`config.mk`:
```
export PLATFORM = sky130hd
export DESIGN_NAME = ring_buffer_deque_core
export DESIGN_NICKNAME = d
export VERILOG_FILES = /design/src/rtl/rbd_pkg.sv /design/src/rtl/rbd_ctrl.sv /design/src/rtl/rbd_dpath.sv /design/src/rtl/ring_buffer_deque_core.sv
export VERILOG_INCLUDE_DIRS = /design/src /design/src/rtl
export SDC_FILE = /design/constraint.sdc
export NUM_CORES = 2
export LEC_CHECK = 0
export BUFFER_PORTS_ARGS = -buffer_cell sky130_fd_sc_hd__buf_2
export CAP_MARGIN = 20
export CORE_MARGIN = 5
export CORE_UTILIZATION = 26
export CTS_CLUSTER_DIAMETER = 50
export DETAILED_ROUTE_END_ITERATION = 10
export GPL_TIMING_DRIVEN = 1
export SLEW_MARGIN = 0
export SYNTH_ARGS = -nofsm -noshare
export SYNTH_HDL_FRONTEND = slang
export SYNTH_SLANG_ARGS = --single-unit
```
`constraint.sdc`:
```
create_clock -name i_clk -period 17 [get_ports i_clk]
set_clock_uncertainty 0.2 [all_clocks]
set_input_delay 2.55 -clock i_clk [delete_from_list [all_inputs] [get_ports i_clk]]
set_output_delay 2.55 -clock i_clk [all_outputs]
set_load 0.005 [all_outputs]
```
`src/rtl/ring_buffer_deque_core_assert.svh`:
```
// assertion macros for the ring buffer deque core
// included by the top level, no other dependencies
`ifndef RING_BUFFER_DEQUE_CORE_ASSERT_SVH
`define RING_BUFFER_DEQUE_CORE_ASSERT_SVH

// same-cycle implication under synchronous active-low reset
`define RBD_ASSERT_SAME(label, clk, rst_n, a, b) \
    label: assert property (@(posedge clk) disable iff (!(rst_n)) (a) |-> (b)) \
        else $error("ring buffer deque assertion failed");

// next-cycle implication under synchronous active-low reset
`define RBD_ASSERT_NEXT(label, clk, rst_n, a, b) \
    label: assert property (@(posedge clk) disable iff (!(rst_n)) (a) |=> (b)) \
        else $error("ring buffer deque assertion failed");

`endif

```
`src/rtl/rbd_pkg.sv`:
```
// shared types and constants for the ring buffer deque core
// no dependencies
`timescale 1ns / 1ps

package rbd_pkg;

    localparam int DEPTH = 64;
    localparam int IDX_W = $clog2(DEPTH);
    localparam int CNT_W = 7;
    localparam int WORD_W = 32;
    localparam int REQ_W = 3;
    localparam int STAT_W = 2;
    localparam int IN_W = 40;
    localparam int OUT_W = 80;

    localparam logic [REQ_W-1:0] REQ_PUSH_FRONT = 3'd0;
    localparam logic [REQ_W-1:0] REQ_PUSH_BACK = 3'd1;
    localparam logic [REQ_W-1:0] REQ_POP_FRONT = 3'd2;
    localparam logic [REQ_W-1:0] REQ_POP_BACK = 3'd3;
    localparam logic [REQ_W-1:0] REQ_QUERY = 3'd4;

    localparam logic [STAT_W-1:0] ST_DONE = 2'd0;
    localparam logic [STAT_W-1:0] ST_FULL = 2'd1;
    localparam logic [STAT_W-1:0] ST_EMPTY = 2'd2;

    typedef struct packed {
        logic load_req;
        logic exec;
        logic rd;
        logic load_out;
    } t_cmd;

    typedef struct packed {
        logic signed [WORD_W-1:0] back_word;
        logic signed [WORD_W-1:0] front_word;
        logic values_valid;
        logic is_empty;
        logic [CNT_W-1:0] count;
        logic [STAT_W-1:0] status;
    } t_result;

endpackage

```
`src/rtl/rbd_ctrl.sv`:
```
// request sequencer for the ring buffer deque core
// depends on rbd_pkg
`timescale 1ns / 1ps

module rbd_ctrl (
    input  logic          i_clk,
    input  logic          i_rst_n,
    input  logic          i_s_tvalid,
    output logic          o_s_tready,
    output logic          o_m_tvalid,
    input  logic          i_m_tready,
    output rbd_pkg::t_cmd o_cmd
);

    typedef enum logic [3:0] {
        S_IDLE = 4'b0001,
        S_EXEC = 4'b0010,
        S_READ = 4'b0100,
        S_DONE = 4'b1000
    } t_state;

    t_state r_state, n_state;
    logic   r_out_valid, n_out_valid;
    logic   w_load_out;

    assign w_load_out = (r_state == S_DONE) && (!r_out_valid || i_m_tready);

    always_comb begin
        n_state = r_state;
        unique case (r_state)
            S_IDLE: begin
                if (i_s_tvalid) begin
                    n_state = S_EXEC;
                end
            end
            S_EXEC: n_state = S_READ;
            S_READ: n_state = S_DONE;
            S_DONE: begin
                if (w_load_out) begin
                    n_state = S_IDLE;
                end
            end
            default: n_state = S_IDLE;
        endcase
    end

    always_comb begin
        n_out_valid = r_out_valid;
        if (w_load_out) begin
            n_out_valid = 1'b1;
        end else if (i_m_tready) begin
            n_out_valid = 1'b0;
        end
    end

    always_ff @(posedge i_clk) begin
        if (!i_rst_n) begin
            r_state     <= S_IDLE;
            r_out_valid <= 1'b0;
        end else begin
            r_state     <= n_state;
            r_out_valid <= n_out_valid;
        end
    end

    assign o_s_tready     = (r_state == S_IDLE);
    assign o_m_tvalid     = r_out_valid;
    assign o_cmd.load_req = (r_state == S_IDLE) && i_s_tvalid;
    assign o_cmd.exec     = (r_state == S_EXEC);
    assign o_cmd.rd       = (r_state == S_READ);
    assign o_cmd.load_out = w_load_out;

endmodule

```
`src/rtl/rbd_dpath.sv`:
```
// indices, count, word store and result register of the ring buffer deque core
// depends on rbd_pkg
`timescale 1ns / 1ps

module rbd_dpath (
    input  logic                                i_clk,
    input  logic                                i_rst_n,
    input  rbd_pkg::t_cmd                       i_cmd,
    input  logic [rbd_pkg::REQ_W-1:0]           i_req_type,
    input  logic signed [rbd_pkg::WORD_W-1:0]   i_push_value,
    output rbd_pkg::t_result                    o_result
);

    logic [rbd_pkg::WORD_W-1:0] r_mem [rbd_pkg::DEPTH];

    logic [rbd_pkg::REQ_W-1:0]  r_req;
    logic [rbd_pkg::WORD_W-1:0] r_word;
    logic [rbd_pkg::IDX_W-1:0]  r_head, n_head;
    logic [rbd_pkg::IDX_W-1:0]  r_tail, n_tail;
    logic [rbd_pkg::CNT_W-1:0]  r_count, n_count;
    logic [rbd_pkg::STAT_W-1:0] r_status, n_status;
    logic [rbd_pkg::WORD_W-1:0] r_rd_front, r_rd_back;
    rbd_pkg::t_result           r_result;

    logic                       w_full, w_empty;
    logic [rbd_pkg::IDX_W-1:0]  w_head_up, w_head_dn, w_tail_up, w_tail_dn;
    logic                       w_wr_en;
    logic [rbd_pkg::IDX_W-1:0]  w_wr_addr;

    localparam logic [rbd_pkg::IDX_W-1:0] IDX_LAST = rbd_pkg::IDX_W'(rbd_pkg::DEPTH - 1);

    assign w_full  = (r_count == rbd_pkg::CNT_W'(rbd_pkg::DEPTH));
    assign w_empty = (r_count == '0);

    assign w_head_up = (r_head == IDX_LAST) ? '0 : r_head + 1'b1;
    assign w_head_dn = (r_head == '0) ? IDX_LAST : r_head - 1'b1;
    assign w_tail_up = (r_tail == IDX_LAST) ? '0 : r_tail + 1'b1;
    assign w_tail_dn = (r_tail == '0) ? IDX_LAST : r_tail - 1'b1;

    always_comb begin
        n_head    = r_head;
        n_tail    = r_tail;
        n_count   = r_count;
        n_status  = rbd_pkg::ST_DONE;
        w_wr_en   = 1'b0;
        w_wr_addr = r_tail;
        case (r_req)
            rbd_pkg::REQ_PUSH_FRONT: begin
                if (w_full) begin
                    n_status = rbd_pkg::ST_FULL;
                end else begin
                    n_head    = w_head_dn;
                    n_count   = r_count + 1'b1;
                    w_wr_en   = 1'b1;
                    w_wr_addr = w_head_dn;
                end
            end
            rbd_pkg::REQ_PUSH_BACK: begin
                if (w_full) begin
                    n_status = rbd_pkg::ST_FULL;
                end else begin
                    n_tail    = w_tail_up;
                    n_count   = r_count + 1'b1;
                    w_wr_en   = 1'b1;
                    w_wr_addr = r_tail;
                end
            end
            rbd_pkg::REQ_POP_FRONT: begin
                if (w_empty) begin
                    n_status = rbd_pkg::ST_EMPTY;
                end else begin
                    n_head  = w_head_up;
                    n_count = r_count - 1'b1;
                end
            end
            rbd_pkg::REQ_POP_BACK: begin
                if (w_empty) begin
                    n_status = rbd_pkg::ST_EMPTY;
                end else begin
                    n_tail  = w_tail_dn;
                    n_count = r_count - 1'b1;
                end
            end
            default: begin
            end
        endcase
    end

    always_ff @(posedge i_clk) begin
        if (!i_rst_n) begin
            r_head  <= '0;
            r_tail  <= '0;
            r_count <= '0;
        end else if (i_cmd.exec) begin
            r_head  <= n_head;
            r_tail  <= n_tail;
            r_count <= n_count;
        end
    end

    always_ff @(posedge i_clk) begin
        if (i_cmd.load_req) begin
            r_req  <= i_req_type;
            r_word <= i_push_value;
        end
        if (i_cmd.exec) begin
            r_status <= n_status;
        end
    end

    // store: one write port, two registered read ports
    always_ff @(posedge i_clk) begin
        if (i_cmd.exec && w_wr_en) begin
            r_mem[w_wr_addr] <= r_word;
        end
        if (i_cmd.rd) begin
            r_rd_front <= r_mem[r_head];
            r_rd_back  <= r_mem[w_tail_dn];
        end
    end

    always_ff @(posedge i_clk) begin
        if (i_cmd.load_out) begin
            r_result.status       <= r_status;
            r_result.count        <= r_count;
            r_result.is_empty     <= w_empty;
            r_result.values_valid <= !w_empty;
            r_result.front_word   <= w_empty ? '0 : r_rd_front;
            r_result.back_word    <= w_empty ? '0 : r_rd_back;
        end
    end

    assign o_result = r_result;

endmodule

```
`src/rtl/ring_buffer_deque_core.sv`:
```
// top level of the ring buffer deque core: sequencer plus datapath
// depends on rbd_pkg, rbd_ctrl, rbd_dpath and ring_buffer_deque_core_assert.svh
//
//  channel   direction  width  fields (low bit up)
//  s_axis    in         40     req_type[2:0], push_value[34:3], zero fill
//  m_axis    out        80     status[1:0], count[8:2], is_empty[9],
//                              values_valid[10], front_word[42:11],
//                              back_word[74:43], zero fill
//
// one request in flight: accept, index update and store write, registered
// store read, result load; the result is valid once it is loaded, and a
// new request is taken only after the result load
// the result register lets the next request be taken while a result waits
// a stalled result side holds the sequencer in its last step
// synchronous reset clears indices and count; the store is not cleared
`timescale 1ns / 1ps

`include "ring_buffer_deque_core_assert.svh"

module ring_buffer_deque_core (
    input  logic                        i_clk,
    input  logic                        i_rst_n,
    input  logic                        i_s_axis_tvalid,
    output logic                        o_s_axis_tready,
    // req_type[2:0], push_value[34:3]
    input  logic [rbd_pkg::IN_W-1:0]    i_s_axis_tdata,
    output logic                        o_m_axis_tvalid,
    input  logic                        i_m_axis_tready,
    // status[1:0], count[8:2], is_empty[9], values_valid[10],
    // front_word[42:11], back_word[74:43]
    output logic [rbd_pkg::OUT_W-1:0]   o_m_axis_tdata
);

    rbd_pkg::t_cmd    w_cmd;
    rbd_pkg::t_result w_result;

    rbd_ctrl u_ctrl (
        .i_clk      (i_clk),
        .i_rst_n    (i_rst_n),
        .i_s_tvalid (i_s_axis_tvalid),
        .o_s_tready (o_s_axis_tready),
        .o_m_tvalid (o_m_axis_tvalid),
        .i_m_tready (i_m_axis_tready),
        .o_cmd      (w_cmd)
    );

    rbd_dpath u_dpath (
        .i_clk        (i_clk),
        .i_rst_n      (i_rst_n),
        .i_cmd        (w_cmd),
        .i_req_type   (i_s_axis_tdata[rbd_pkg::REQ_W-1:0]),
        .i_push_value (i_s_axis_tdata[rbd_pkg::REQ_W +: rbd_pkg::WORD_W]),
        .o_result     (w_result)
    );

    assign o_m_axis_tdata = {(rbd_pkg::OUT_W - $bits(rbd_pkg::t_result))'(0), w_result};

    `RBD_ASSERT_NEXT(a_one_in_flight, i_clk, i_rst_n, i_s_axis_tvalid && o_s_axis_tready, !o_s_axis_tready)
    `RBD_ASSERT_NEXT(a_exec_then_read, i_clk, i_rst_n, w_cmd.exec, w_cmd.rd)
    `RBD_ASSERT_NEXT(a_load_shows_result, i_clk, i_rst_n, w_cmd.load_out, o_m_axis_tvalid)
    `RBD_ASSERT_SAME(a_empty_flag_matches, i_clk, i_rst_n, o_m_axis_tvalid, o_m_axis_tdata[9] == (o_m_axis_tdata[8:2] == '0))

endmodule

```
Word-level counts from Yosys, hierarchy flattened --
Memory sizes are Yosys's and may differ from the RTL's. A register that Yosys moved wholly into a read port is not among the register bits. Cells that the tools add are included.
Word-level totals: register bits 136, memory bits (writable) 2048, output and inout port bits 82, word-level logic and storage cells 86, memories kept 1
Operators by class: $add $sub $neg 6, equal/unequal tests 18, multiplexer cells 27, reduce and logical (&&, ||, !) cells 20
Memory list:
- u_dpath.r_mem | words 64, bits a word 32, read ports 2, clocked after Yosys merged registers in 2, wr ports 1, line rbd_dpath.sv:14 | logic [rbd_pkg::WORD_W-1:0] r_mem [rbd_pkg::DEPTH];
Operators with widths (count):
- $mux W6 | 10
- $pmux W6 S2 | 2
- $pmux W4 S4 | 1
- $mux W7 | 2
- $ne A2 B2 Y1 const B | 7
- $pmux W7 S2 | 1
- $add A6 B1 Y6 const B | 2
- $eq A6 B6 Y1 const B | 2
- $logic_not A6 Y1 | 2
- $reduce_and A4 Y1 | 3
- $sub A6 B1 Y6 const B | 2
- $mux W4 | 2
- $reduce_bool A2 Y1 | 4
- $add A7 B1 Y7 const B | 1
- $eq A7 B7 Y1 const B | 1
- $logic_not A7 Y1 | 1
- $mux W1 | 7
- $sub A7 B1 Y7 const B | 1
- $eq A3 B2 Y1 const B | 2
- $eq A4 B1 Y1 const B | 1
- $eq A4 B2 Y1 const B | 1
- $eq A4 B3 Y1 const B | 1
- $eq A4 B4 Y1 const B | 1
- $pmux W2 S2 | 1
- 9 further kinds | 13

Logic depth before layout (Yosys ltp) --
depth in word-level cells 6, gate-level depth with buffers 15

Modules after synthesis --
From an unflattened synthesis, not the netlist that was laid out.
Second synthesis, totals: cell total of the unflattened synthesis 6677, area, all modules 103098.9 um^2
By module, submodules not included:
- rbd_dpath | times used 1, cells an instance 6642, area each 102757.3 um^2
- rbd_ctrl | times used 1, cells an instance 29, area each 300.3 um^2
- ring_buffer_deque_core | times used 1, cells an instance 6, area each 41.3 um^2

Worst setup path after synthesis --
Ideal clock, no wire load.
path kind register -> register, start point register u_ctrl.r_state[3], end point register u_ctrl.r_state[3], data arrival time 8.134 ns, required time 16.711 ns, setup slack 8.577 ns, stages on the path, launching flop included 3, buffers on the path 0, path through dfxtp_1 -> nor4b_1 -> o221a_2
On the way: word-level cells in the longest chain between the ends 4, elaborated cells between the ends (all ways) 9, classes of those cells eq/ne: 6; mux: 1; reduce/logical: 2
Ends and longest elaborated chain:
- start, declared | line rbd_ctrl.sv:22 | t_state r_state, n_state;
- start signal, assigned | line rbd_ctrl.sv:61 | r_state <= n_state;
- $eq A4 B4 Y1 | line rbd_ctrl.sv:26, rbd_ctrl.sv:30
- $logic_and A1 B1 Y1 | line rbd_ctrl.sv:26 | assign w_load_out = (r_state == S_DONE) && (!r_out_valid || i_m_tready);
- $ne A2 B1 Y1 (no source line)
- $reduce_and A2 Y1 (no source line)
Parallel ways exist; a longest one is shown, timed or not. A chain may end at the register's enable or synchronous reset.

Worst setup path in the final report --
start point register u_dpath.r_tail[0] in the netlist's numbering, end point register u_dpath.r_rd_back[22] in the netlist's numbering, read port of u_dpath.r_mem (data pin)
On the way: word-level cells in the longest chain between the ends 2, elaborated cells between the ends (all ways) 3, classes of those cells add/sub: 1; mux: 1; reduce/logical: 1
Ends and longest elaborated chain:
- start, declared | line rbd_dpath.sv:19 | logic [rbd_pkg::IDX_W-1:0] r_tail, n_tail;
- start signal, assigned | line rbd_dpath.sv:96 | r_tail <= n_tail;
- $sub A6 B1 Y6 or $logic_not A6 Y1 (tied branches) | line rbd_dpath.sv:38 | assign w_tail_dn = (r_tail == '0) ? IDX_LAST : r_tail - 1'b1;
- $mux W6 * | line rbd_dpath.sv:38
- end, declared | line rbd_dpath.sv:22 | logic [rbd_pkg::WORD_W-1:0] r_rd_front, r_rd_back;
Every way passes the cells marked *; elsewhere a longest branch is shown, timed or not.

==> results_dict.tcl <==
set metrics [dict create \
    synth.top_cell.area_share_pct 64.4 \
    crit_family "buffers and inverters" \
    tightest_slew_ns 1.20 \
    end_kind "register" \
    synthToLayoutAreaGrowth_pct 16.0 \
    cpPeakStageDelay_ns 0.92 \
    utilization_pct 30.2 \
    cts_tree "yes" \
    insertion_delay_ns 0.87 \
    cts.sinks 2248 \
    synthArstFlopShare_pct 0 \
    synth_area_leaders "edfxtp_1 64%, mux4_2 14%, mux2i_1 4.9%" \
    antenna_found_initial 34 \
    min_path_cells 0 \
    synth-edff-count 2224 \
    clock.fmax_mhz 151 \
    grt_pass1_wl_um 532000 \
    drive_above_1_share_pct 23.0 \
    critPathSlowestCell "buf_4" \
    yosysWarnings 0 \
    powerDensity_mw_per_mm2 104 \
    arrival_ns 7.04 \
    rr_worst_depth 11 \
    cts_hold_buf 0 \
    ys_seq_elements 2248 \
    hold_class "register to register" \
    layout.nets 6714 \
    crit_path_frequent_cell "buf_4" \
    drtIter0Drc 11708 \
    grt_max_degree 145 \
    core_region_area_sq_mm 0.398 \
    finalSetupViolations 0 \
    worstPathCellList "inv_1 > ha_1 > or2_1 > o21a_4 > nand2_4 > buf_4 > buf_4 > o22ai_1 > nor4_1 > o21ai_0 > o32a_1" \
    synth_most_common_cell "edfxtp_1" \
    synth_area_sq_mm 0.104 \
    htree_levels 5 \
    drv_slew 0 \
    syn_inst 6559 \
    firstDrtPassIters 7 \
    setup_ws_ns 10.36 \
    cts_inserted_buffers 292 \
    stdcell_count 12151 \
    yosysUniqueCellTypes 74 \
    wirelength_um 389000 \
    reg2reg_from "u_dpath.r_tail[0]" \
    status "completed" \
    hold-worst-slack_ns 0.237 \
    rr_endpoint "u_dpath.r_rd_back[22]" \
    cp.required_ns 17.40 \
    grt_pass1_vias 67139 \
    ant_nets 0 \
    ios 126 \
    grt_use_total_pct 18.1 \
    fin_tns_setup_ns 0 \
    postCtsSetupRepairBufs 0 \
    rsz0062_at_grt "no" \
    cts_resized 0 \
    synth.top_cells.by_count "2224 x edfxtp_1, 773 x nand2_1, 650 x mux4_2" \
    hp-start "u_dpath.r_status[1]" \
    die_width_um 642 \
    synthFlopType "edfxtp_1" \
    syn_avg_cell_area_sq_um 15.8 \
    period_needed_ns 6.64 \
    clockBufferDepth 4 \
    vdd_drop_max_mv 0.0746 \
    routedWlPerCell_um 32.0 \
    cp_num_buf_inv 3 \
    fin_crit_sh_pct 39.1 \
    dpl.hpwl_um 210000 \
    cp-start-kind "register" \
    yosysTopAreaCell "edfxtp_1" \
    placementRows 232 \
    hold_end "u_dpath.o_result[1]" \
    ys_seq_area_share_pct 64.8 \
    port_buffers 115 \
    clk_pin_slew_ns 0.05 \
    p_leak_nw 35.2 \
    die_y_um 642 \
    vias 69112 \
    worstPathMaxFanout 43 \
    cts_root_buffer "clkbuf_16" \
    initial_core_util_pct 26.0 \
    die_area_sq_mm 0.412 \
    rrSetupSlack_ns 10.36 \
    pre_cts_slack_ns 10.62 \
    viasPerCell 5.69 \
    max_slew_margin_pct 19.9 \
    critPathKind "register to register" \
    drc 0 \
    gp_congestion 0.842 \
    dpl.cell_count 11628 \
    final_hold_viol_count 0 \
    grt-ovfl-total 0 \
    maxCapViolCount 0 \
]
==> layout by cell type (no fill, tap or decap), types with 73 or more instances in the layout <==
cell / synthesis / routed
a21oi_1: 494 / 493
a221oi_1: 77 / 77
a22oi_1: 74 / 73
and2_1: 75 / 74
buf_2: 196 / 115
buf_4: 40 / 211
clkbuf_16: 0 / 303
edfxtp_1: 2224 / 2224
mux2i_1: 511 / 511
mux4_2: 650 / 650
nand2_1: 773 / 770
nor2_1: 184 / 120
nor3_1: 104 / 104
nor4_1: 84 / 84
o21ai_0: 189 / 189
o221ai_1: 91 / 91
==> cells by family (layout without fill, tap and decap cells) <==
family                     Yosys count  in the layout  synth area share [%]
other                                1             16               0.00362
and+or+nand+nor                   1316           1316                  5.54
muxes                             1218           1218                  19.7
buffers and inverters              548            860                  2.37
DFF                               2248           2248                  64.8
adders and majority gates           12             12                 0.152
xor gates and xnor gates            10             10                0.0844
AOI/OAI and AO/OA                 1206           1206                  7.33
==> routing by layer <==
layer	global-route usage, %	vias up	part of all wire, %
met5	0	-	0.039
met4	9.14	24	5.7
met3	5.35	1193	13
met2	27.7	5607	45
met1	23.3	35452	36
li1	-	26836	-
==> area by class of cell <==
class	count	area [sq um]
Multi-Input combinational cell	3767	34700
Clock inverter	163	1620
Tap cell	5265	6590
Clock buffer	348	7760
Inverter	13	48.8
Timing Repair Buffer	336	2360
Fill cell	38752	278000
Antenna cell	11	27.5
Sequential cell	2248	67300
==> worst register-to-register path, cell delays in order, from the launching register on <==
cell     delay [ns]
dfxtp_4        0.76
inv_1          0.31
ha_1           0.45
or2_1          0.33
o21a_4         0.42
nand2_4        0.74
buf_4          0.93
buf_4          0.80
o22ai_1        0.19
nor4_1         0.67
o21ai_0        0.29
o32a_1         0.28
==> metrics by stage <==
stage               area [sq um]  power, mW
CTS                       120000       12.5
finish                    120000       12.5
global placement          111000       6.50
global route              120000       12.8
floorplan                 104000       6.40
detailed placement        111000       6.52
==> flip-flops by register name, indices dropped and copies added, names as in the netlist <==
name                flops
u_dpath.r_mem        2048
u_dpath.o_result       75
u_dpath.r_rd_back      32
u_dpath.r_rd_front     32
u_dpath.r_word         32
u_dpath.r_count         7
u_dpath.r_head          6
u_dpath.r_tail          6
u_ctrl.r_state          4
u_dpath.r_req           3
u_dpath.r_status        2
u_ctrl.o_m_tvalid       1
==> where the power goes <==
part	switching (mW)	internal, mW	total (mW)	leakage [nW]
Clock	2.46	3.60	6.06	4.53
Combinational	0.202	0.0576	0.259	10.5
Sequential	0.00768	6.14	6.15	20.2
==> worst max-delay path by stage <==
stage | start | to | slack (ns) | depth (start not counted)
global placement | u_dpath.r_tail[0] | u_dpath.r_rd_back[22] | 10.60 | 11
global route | u_dpath.r_tail[0] | u_dpath.r_rd_back[21] | 10.45 | 11
detailed placement | u_dpath.r_tail[0] | u_dpath.r_rd_back[22] | 10.62 | 11
CTS | u_dpath.r_tail[0] | u_dpath.r_rd_back[22] | 10.62 | 11
floorplan | u_ctrl.r_state[3] | u_ctrl.r_state[3] | 8.58 | 2
finish | u_dpath.r_tail[0] | u_dpath.r_rd_back[22] | 10.36 | 11
No activity file was read; power rests on OpenSTA's default activity.
